===== config.mk =====
export PLATFORM = sky130hd
export DESIGN_NAME = hsi8_to_rgbw_convert_unit
export DESIGN_NICKNAME = d
export VERILOG_FILES = /design/src/rtl/h2r_pkg.sv /design/src/rtl/h2r_div_lane.sv /design/src/rtl/hsi8_to_rgbw_convert_unit.sv
export SDC_FILE = /design/constraint.sdc
export NUM_CORES = 2
export LEC_CHECK = 0
export BUFFER_PORTS_ARGS = -buffer_cell sky130_fd_sc_hd__buf_2
export CAP_MARGIN = 20
export CORE_UTILIZATION = 59
export CTS_BUF_LIST = sky130_fd_sc_hd__clkbuf_16
export CTS_CLUSTER_SIZE = 40
export DETAILED_ROUTE_END_ITERATION = 10
export GPL_TIMING_DRIVEN = 0
export PLACE_DENSITY = 0.79
export SLEW_MARGIN = 20
export SYNTH_ARGS = -nofsm -noshare
export SYNTH_HDL_FRONTEND = slang
export SYNTH_SLANG_ARGS = --single-unit
export TNS_END_PERCENT = 50

===== constraint.sdc =====
create_clock -name clk -period 8 [get_ports clk]
set_clock_uncertainty 0.05 [all_clocks]
set_input_delay 0.4 -clock clk [delete_from_list [all_inputs] [get_ports clk]]
set_output_delay 0.4 -clock clk [all_outputs]
set_load 0.02 [all_outputs]

===== src/rtl/h2r_pkg.sv =====
// Shared types, constants and helper functions for the HSI-to-RGBW converter.
// No dependencies; used by h2r_div_lane and hsi8_to_rgbw_convert_unit.
`default_nettype none

package h2r_pkg;

    localparam int PIX_W      = 8;                 // width of every port field
    localparam int CH_W       = 10;                // channel value before scaling
    localparam int NUM_W      = CH_W + PIX_W;      // channel * 255
    localparam int STAGES     = 7;                 // total register stages
    localparam int DIV_STAGES = 4;                 // stages inside the divider
    localparam int DIV_STEPS  = PIX_W / DIV_STAGES; // quotient bits per stage

    localparam logic [PIX_W-1:0] MIN_LEVEL = 8'd10;
    localparam logic [PIX_W-1:0] FULL      = 8'd255;

    // hue sector boundaries for the channel ordering
    localparam logic [PIX_W-1:0] SEC_B1 = 8'd43;
    localparam logic [PIX_W-1:0] SEC_B2 = 8'd85;
    localparam logic [PIX_W-1:0] SEC_B3 = 8'd128;
    localparam logic [PIX_W-1:0] SEC_B4 = 8'd170;
    localparam logic [PIX_W-1:0] SEC_B5 = 8'd213;

    typedef enum logic [2:0] {
        SEC_RED_GREEN,    // r=C g=X b=0
        SEC_GREEN_RED,    // r=X g=C b=0
        SEC_GREEN_BLUE,   // r=0 g=C b=X
        SEC_BLUE_GREEN,   // r=0 g=X b=C
        SEC_BLUE_RED,     // r=X g=0 b=C
        SEC_RED_BLUE      // r=C g=0 b=X
    } sector_t;

    // partial remainder plus the dividend/quotient shift word
    typedef struct packed {
        logic [CH_W-1:0]  rem;
        logic [PIX_W-1:0] lq;
    } div_state_t;

    function automatic sector_t hue_sector(logic [PIX_W-1:0] h);
        sector_t s;
        if (h < SEC_B1)      s = SEC_RED_GREEN;
        else if (h < SEC_B2) s = SEC_GREEN_RED;
        else if (h < SEC_B3) s = SEC_GREEN_BLUE;
        else if (h < SEC_B4) s = SEC_BLUE_GREEN;
        else if (h < SEC_B5) s = SEC_BLUE_RED;
        else                 s = SEC_RED_BLUE;
        return s;
    endfunction

    // Triangle-wave hue table, 256 entries
    function automatic logic [PIX_W-1:0] hue_rom(logic [PIX_W-1:0] h);
        logic [PIX_W:0] v;
        if (h < 8'd43)       v = 9'(9'd6 * h);
        else if (h < 8'd86)  v = 9'(9'd255 - 9'd6 * 9'(h - 8'd43));
        else if (h < 8'd128) v = 9'(9'd3 + 9'd6 * 9'(h - 8'd86));
        else if (h < 8'd171) v = 9'(9'd255 - 9'd6 * 9'(h - 8'd128));
        else if (h < 8'd214) v = 9'(9'd3 + 9'd6 * 9'(h - 8'd171));
        else                 v = 9'(9'd252 - 9'd6 * 9'(h - 8'd214));
        return v[PIX_W-1:0];
    endfunction

    // One restoring-division step: shift in the next dividend bit, subtract if it fits.
    function automatic div_state_t div_step(div_state_t st, logic [CH_W-1:0] den);
        logic [CH_W:0] t;
        logic          qb;
        div_state_t    o;
        t  = {st.rem, st.lq[PIX_W-1]};
        qb = (t >= {1'b0, den});
        if (qb)
            o.rem = CH_W'(t - {1'b0, den});
        else
            o.rem = t[CH_W-1:0];
        o.lq = {st.lq[PIX_W-2:0], qb};
        return o;
    endfunction

endpackage

`default_nettype wire


===== src/rtl/h2r_div_lane.sv =====
// Pipelined restoring divider for one color channel: quo = num / den, quo < 256.
// Depends on h2r_pkg; stage loads come from the pipeline control in the top level.
`default_nettype none

module h2r_div_lane (
    input  wire logic                          clk,
    input  wire logic [h2r_pkg::DIV_STAGES-1:0] load,
    input  wire logic [h2r_pkg::NUM_W-1:0]      num,
    input  wire logic [h2r_pkg::CH_W-1:0]       den,
    output logic      [h2r_pkg::PIX_W-1:0]      quo
);

    h2r_pkg::div_state_t             st_reg   [h2r_pkg::DIV_STAGES];
    h2r_pkg::div_state_t             st_next  [h2r_pkg::DIV_STAGES];
    logic [h2r_pkg::CH_W-1:0]        den_reg  [h2r_pkg::DIV_STAGES-1];

    always_comb
    begin
        h2r_pkg::div_state_t cur;
        logic [h2r_pkg::CH_W-1:0] d;
        for (int j = 0; j < h2r_pkg::DIV_STAGES; j++)
        begin
            if (j == 0)
            begin
                cur.rem = num[h2r_pkg::NUM_W-1:h2r_pkg::PIX_W];
                cur.lq  = num[h2r_pkg::PIX_W-1:0];
                d       = den;
            end
            else
            begin
                cur = st_reg[j-1];
                d   = den_reg[j-1];
            end
            for (int k = 0; k < h2r_pkg::DIV_STEPS; k++)
                cur = h2r_pkg::div_step(cur, d);
            st_next[j] = cur;
        end
    end

    always_ff @(posedge clk)
    begin
        for (int j = 0; j < h2r_pkg::DIV_STAGES; j++)
        begin
            if (load[j])
                st_reg[j] <= st_next[j];
        end
        if (load[0])
            den_reg[0] <= den;
        for (int j = 1; j < h2r_pkg::DIV_STAGES - 1; j++)
        begin
            if (load[j])
                den_reg[j] <= den_reg[j-1];
        end
    end

    assign quo = st_reg[h2r_pkg::DIV_STAGES-1].lq;

endmodule

`default_nettype wire


===== src/rtl/hsi8_to_rgbw_convert_unit.sv =====
// HSI plus alpha to RGBW plus alpha converter, seven register stages.
// Throughput is one beat per cycle while out_ready does not stall the output.
// Out-of-gamut scaling runs through a 4-stage restoring divider, 2 quotient bits a stage.
// Each stage holds its beat while the next stage is full and stalled; bubbles collapse.
// Reset (rst_n, async, active low) clears all stage valid bits; data registers are not reset.
// Depends on h2r_pkg and h2r_div_lane.
`default_nettype none

module hsi8_to_rgbw_convert_unit (
    input  wire logic       clk,
    input  wire logic       rst_n,
    input  wire logic       in_valid,
    output logic            in_ready,
    input  wire logic [7:0] hue,
    input  wire logic [7:0] saturation,
    input  wire logic [7:0] intensity,
    input  wire logic [7:0] alpha,
    output logic            out_valid,
    input  wire logic       out_ready,
    output logic [7:0]      red,
    output logic [7:0]      green,
    output logic [7:0]      blue,
    output logic [7:0]      white,
    output logic [7:0]      alpha_out
);

    localparam int N  = h2r_pkg::STAGES;
    localparam int DS = h2r_pkg::DIV_STAGES;
    localparam int DB = N - DS;   // first divider stage

    // ---------------- pipeline control ----------------
    logic [N-1:0] valid_reg, valid_next;
    logic [N-1:0] load, free;

    always_comb
    begin
        for (int k = N - 1; k >= 0; k--)
        begin
            if (k == N - 1)
                free[k] = !valid_reg[k] || out_ready;
            else
                free[k] = !valid_reg[k] || load[k+1];
            if (k == 0)
                load[k] = in_valid && free[k];
            else
                load[k] = valid_reg[k-1] && free[k];
            valid_next[k] = load[k] || (valid_reg[k] && !free[k]);
        end
    end

    always_ff @(posedge clk or negedge rst_n)
    begin
        if (!rst_n)
            valid_reg <= '0;
        else
            valid_reg <= valid_next;
    end

    assign in_ready  = free[0];
    assign out_valid = valid_reg[N-1];

    // ---------------- stage 1: products, table lookup, sector ----------------
    logic [7:0]       w1_reg, a1_reg, z1_reg;
    logic [15:0]      is1_reg;
    h2r_pkg::sector_t sec1_reg;
    logic             dim1_reg;

    logic        dim;
    logic [15:0] wprod;

    assign dim   = (intensity < h2r_pkg::MIN_LEVEL) || (alpha < h2r_pkg::MIN_LEVEL);
    assign wprod = intensity * (h2r_pkg::FULL - saturation);

    always_ff @(posedge clk)
    begin
        if (load[0])
        begin
            w1_reg   <= dim ? 8'd0 : wprod[15:8];
            a1_reg   <= dim ? 8'd0 : alpha;
            is1_reg  <= intensity * saturation;
            z1_reg   <= h2r_pkg::hue_rom(hue);
            sec1_reg <= h2r_pkg::hue_sector(hue);
            dim1_reg <= dim;
        end
    end

    // ---------------- stage 2: chroma C and X ----------------
    logic [9:0]       c2_reg, x2_reg;
    logic [7:0]       w2_reg, a2_reg;
    h2r_pkg::sector_t sec2_reg;
    logic             dim2_reg;

    logic [17:0] c3prod;
    logic [9:0]  c_val;
    logic [17:0] xprod;

    assign c3prod = {2'b00, is1_reg} + {1'b0, is1_reg, 1'b0};
    assign c_val  = c3prod[17:8];
    assign xprod  = c_val * z1_reg;

    always_ff @(posedge clk)
    begin
        if (load[1])
        begin
            c2_reg   <= c_val;
            x2_reg   <= xprod[17:8];
            w2_reg   <= w1_reg;
            a2_reg   <= a1_reg;
            sec2_reg <= sec1_reg;
            dim2_reg <= dim1_reg;
        end
    end

    // ---------------- stage 3: sector ordering plus offset ----------------
    logic [9:0] r3_reg, g3_reg, b3_reg;
    logic [7:0] w3_reg, a3_reg;
    logic       dim3_reg;

    logic [9:0] r_pre, g_pre, b_pre;

    always_comb
    begin
        r_pre = '0;
        g_pre = '0;
        b_pre = '0;
        case (sec2_reg)
            h2r_pkg::SEC_RED_GREEN:
            begin
                r_pre = c2_reg;
                g_pre = x2_reg;
            end
            h2r_pkg::SEC_GREEN_RED:
            begin
                r_pre = x2_reg;
                g_pre = c2_reg;
            end
            h2r_pkg::SEC_GREEN_BLUE:
            begin
                g_pre = c2_reg;
                b_pre = x2_reg;
            end
            h2r_pkg::SEC_BLUE_GREEN:
            begin
                g_pre = x2_reg;
                b_pre = c2_reg;
            end
            h2r_pkg::SEC_BLUE_RED:
            begin
                r_pre = x2_reg;
                b_pre = c2_reg;
            end
            h2r_pkg::SEC_RED_BLUE:
            begin
                r_pre = c2_reg;
                b_pre = x2_reg;
            end
            default:
            begin
                r_pre = '0;
                g_pre = '0;
                b_pre = '0;
            end
        endcase
    end

    // C + w never exceeds 762, so ten bits hold every channel
    always_ff @(posedge clk)
    begin
        if (load[2])
        begin
            r3_reg   <= 10'(r_pre + {2'b00, w2_reg});
            g3_reg   <= 10'(g_pre + {2'b00, w2_reg});
            b3_reg   <= 10'(b_pre + {2'b00, w2_reg});
            w3_reg   <= w2_reg;
            a3_reg   <= a2_reg;
            dim3_reg <= dim2_reg;
        end
    end

    // ---------------- divider setup: num = ch * 255, den = max or 255 ----------------
    logic [9:0]  mx_rg, mx, den;
    logic [17:0] num_r, num_g, num_b;

    assign mx_rg = (g3_reg > r3_reg) ? g3_reg : r3_reg;
    assign mx    = (b3_reg > mx_rg) ? b3_reg : mx_rg;
    // in gamut: dividing by 255 returns the channel unchanged
    assign den   = (mx > 10'd255) ? mx : 10'd255;

    // dim beats drive zero into the divider
    assign num_r = dim3_reg ? 18'd0 : ({r3_reg, 8'd0} - {8'd0, r3_reg});
    assign num_g = dim3_reg ? 18'd0 : ({g3_reg, 8'd0} - {8'd0, g3_reg});
    assign num_b = dim3_reg ? 18'd0 : ({b3_reg, 8'd0} - {8'd0, b3_reg});

    h2r_div_lane u_div_red (
        .clk  (clk),
        .load (load[N-1:DB]),
        .num  (num_r),
        .den  (den),
        .quo  (red)
    );

    h2r_div_lane u_div_green (
        .clk  (clk),
        .load (load[N-1:DB]),
        .num  (num_g),
        .den  (den),
        .quo  (green)
    );

    h2r_div_lane u_div_blue (
        .clk  (clk),
        .load (load[N-1:DB]),
        .num  (num_b),
        .den  (den),
        .quo  (blue)
    );

    // carry white and alpha alongside the divider
    logic [7:0] w_div_reg [DS];
    logic [7:0] a_div_reg [DS];

    always_ff @(posedge clk)
    begin
        if (load[DB])
        begin
            w_div_reg[0] <= w3_reg;
            a_div_reg[0] <= a3_reg;
        end
        for (int j = 1; j < DS; j++)
        begin
            if (load[DB+j])
            begin
                w_div_reg[j] <= w_div_reg[j-1];
                a_div_reg[j] <= a_div_reg[j-1];
            end
        end
    end

    assign white     = w_div_reg[DS-1];
    assign alpha_out = a_div_reg[DS-1];

endmodule

`default_nettype wire

==> impl_results.md <==
* Status: finished, violations left
* Failing checks: DRC, setup timing
* DIE HEIGHT at ~250 um
* Remaining DRCs at 2
* Area of the multi-input gates at ~23000 sq um
* Synthesized area at 35610 sq um
* Flop-to-flop setup slack at -0.21 ns
* Min-Delay Path Depth at 2
* Crit Path Max Fanout at 8
* Slew HR at 0.3670
* DRT iter0 DRCs at roughly 1500
* Die footprint at about 61000 sq um
* Hold Path End: a1_reg[7]$_SDFFCE_PP0P_
* Placed insts at 4313
* R2R Path End: u_div_red.st_reg[0][16]$_DFFE_PP_
* Synth warnings at 0
* Final net count at approximately 4300
* Final worst path period need at ~8.2 ns
* Fin worst setup slack at -0.2054 ns
* CP arrival at approximately 8.5 ns
* Die Wd at between 200 and 250 um
* CP Data Required Time at about 8.3 ns
* Register-to-Register Path Depth at about 40
* Fmax at 121.9 MHz
* IO Port Bufs at between 70 and 80
* Yosys reg bits at between 400 and 500
* Period utilisation layout at 1.026
* CTS tree: done
* Cells after Synth at ~3500
* Setup TNS at -4.152 ns
* Critical Path Start Type: flop
* Clk slew on worst S/H paths at around 0.060 ns
* Unrepaired setup endpoints after global routing: true
* Fin. max-slew vios at 0
* Final HPWL DP at just under 60000 um
* Hold Crit Class: in2reg
* Final Hold Fails at 0
* Critical Path Max Stage Delay at 0.42 ns
* Max Cap Viol at 0
* Root Buffer: clkbuf_16
* H-tree depth at 2
* Layout fillers at between 4000 and 5000
* Rows at 89
* Total global-route track usage at 0.2582
* WL/cell at ~18 um
* IO Count at 78
* Vias at between 20000 and 30000
* Starting Density at 0.5999
* Vias in the first global route at between 20000 and 30000
* Post-layout util at 0.6893
* Routed Antenna Nets at 0
* EDFF count, synth at 411
* Layout cell share with drive strength beyond 1 at 0.1686
* Synthesis-to-layout area growth at 14.89%
* Largest net degree at the start of global routing at a little under 60
* Crit path kind: reg2reg
* Worst-skew pair later-pin latency at about 0.60 ns
* Post-synthesis async set-or-reset flop share at 0.01675
* Slowest CP cell: edfxtp_1
* Initial antenna violation count at 0
* CP most frequent cell: buf_6
* Sequential element share of the synthesized area at 0.3515
* DR vias/cell at 5.819
* Routability cong. at between 0.9 and 1
* Slew @ Worst Pin at between 0.9 and 1 ns
* Layout Cells excl Fill at 4522
* ANT cells at 0
* Hold Path Origin: alpha[7]
* Global-route wire length before repair at about 130000 um
* Grt total ovfl at 0
* Worst reg2reg path startpoint: r3_reg[3]$_DFFE_PP_
* Syn Area/Cell at between 10 and 15 sq um
* Dpl ws at -1.757 ns
* Crit path capture type: flop
* Core footprint at around 59000 sq um
* Synth unique cells at 76
* Syn Nets at a little over 4000
* Setup violators final at 31
* Clk sink count at roughly 420
* Top_reg_cell synth: edfxtp_1
* Final WL at about 83000 um
* DRT Pass-1 Iters at 11
* CTS buffer count at between 40 and 50
* CTS max path bufs at 3
* Reg area at 12520 sq um
==> per-layer routing <==
| layer | GRT usage | part of all wire |
|---|---|---|
| met2 | 0.4791 | 0.51 |
| met4 | 0.1299 | 0.053 |
| met5 | 0 | 0 |
| met3 | 0.03038 | 0.044 |
| met1 | 0.2904 | 0.39 |
==> synthesized netlist by cell type (18+ instances only) <==
master,count,share of area
o21ai_0,123,0.017
nor2b_1,103,0.018
nor3_1,54,0.0076
nand2b_1,59,0.010
and2_1,81,0.014
edfxtp_1,411,0.35
mux2_2,146,0.046
nand4_1,49,0.0086
o21bai_1,36,0.0076
inv_1,365,0.038
mux2i_1,34,0.0096
nor2_1,231,0.024
or2_2,23,0.0040
clkbuf_1,43,0.0045
fa_1,145,0.082
a211oi_1,21,0.0044
xnor2_1,194,0.048
a21o_1,87,0.018
and3_1,18,0.0032
nand2_1,255,0.027
xor2_1,71,0.017
ha_1,440,0.15
nand3_1,36,0.0051
a21oi_1,210,0.030
==> worst max path at each step <==
stage / startpoint / endpoint / slack [ns] / cells past startpoint
final: r3_reg[3]$_DFFE_PP_ / u_div_red.st_reg[0][16]$_DFFE_PP_ / -0.21 / 41
after global routing: r3_reg[3]$_DFFE_PP_ / u_div_blue.st_reg[0][15]$_DFFE_PP_ / -0.46 / 42
after CTS: r3_reg[3]$_DFFE_PP_ / u_div_red.st_reg[0][16]$_DFFE_PP_ / -0.007 / 42
after detailed placement: r3_reg[5]$_DFFE_PP_ / u_div_green.st_reg[0][15]$_DFFE_PP_ / -1.76 / 39
after global placement: r3_reg[5]$_DFFE_PP_ / u_div_green.st_reg[0][15]$_DFFE_PP_ / -1.67 / 39
after floorplan: r3_reg[3]$_DFFE_PP_ / u_div_green.st_reg[0][11]$_DFFE_PP_ / -0.003 / 41
==> area by class of cell <==
| type | count | area share |
|---|---|---|
| clock inverter | 39 | 0.009848 |
| multi-input combinational | 2611 | 0.5513 |
| clock buffer | 45 | 0.02753 |
| tap | 773 | 0.02364 |
| timing repair buffer | 214 | 0.04144 |
| buffer | 57 | 0.006637 |
| inverter | 365 | 0.03361 |
| sequential | 418 | 0.3060 |
==> critical path: cells and delay by family (launching register included) <==
family,cells,cell delay (ns)
multiplexers,3,0.83
adder cells (fa/ha/maj),4,0.94
AND/OR/NAND/NOR,11,1.65
flip-flops,1,0.42
buffers and inverters,7,1.02
AO/OA/AOI/OAI,16,3.02
==> cells by family after synthesis <==
group           share of synthesized area
simple gates                       0.1296
compound gates                     0.1130
buf+inv                           0.04522
flops                              0.3515
xor+xnor                          0.06518
fa+ha+maj                          0.2361
mux                               0.05931
==> layout by cell type (no fill, tap or decap), drive strengths merged, types with 81 or more instances in the layout <==
cell	instances
inv	377
xnor2	194
and2	81
o21ai	125
edfxtp	411
a21oi	211
nand2	255
clkbuf	88
buf	226
ha	440
mux2	155
a21o	87
nor2	231
fa	145
nor2b	103
==> timing repair <==
action                     in CTS  in global routing
hold buffers                    2                  0
hold endpoints to repair        8                  0
resized for setup             102                125
setup buffers                  79                 46
cloned                          3                  1
setup endpoints to repair      33                 36
pin swaps                      50                 72
==> metrics by stage <==
step / area [sq um] / hold slack (ns)
2_1_floorplan: 35660 / 0.05441
3_3_place_gp: 37010 / 0.1861
3_5_place_dp: 37280 / 0.1989
4_1_cts: 39910 / 0.02574
5_1_grt: 40910 / 0.05746
6_report: 40910 / 0.05864
Power is left out: the tool's default activity adds up to more than one toggle a clock period on the data nets, which glitch-free logic cannot reach.
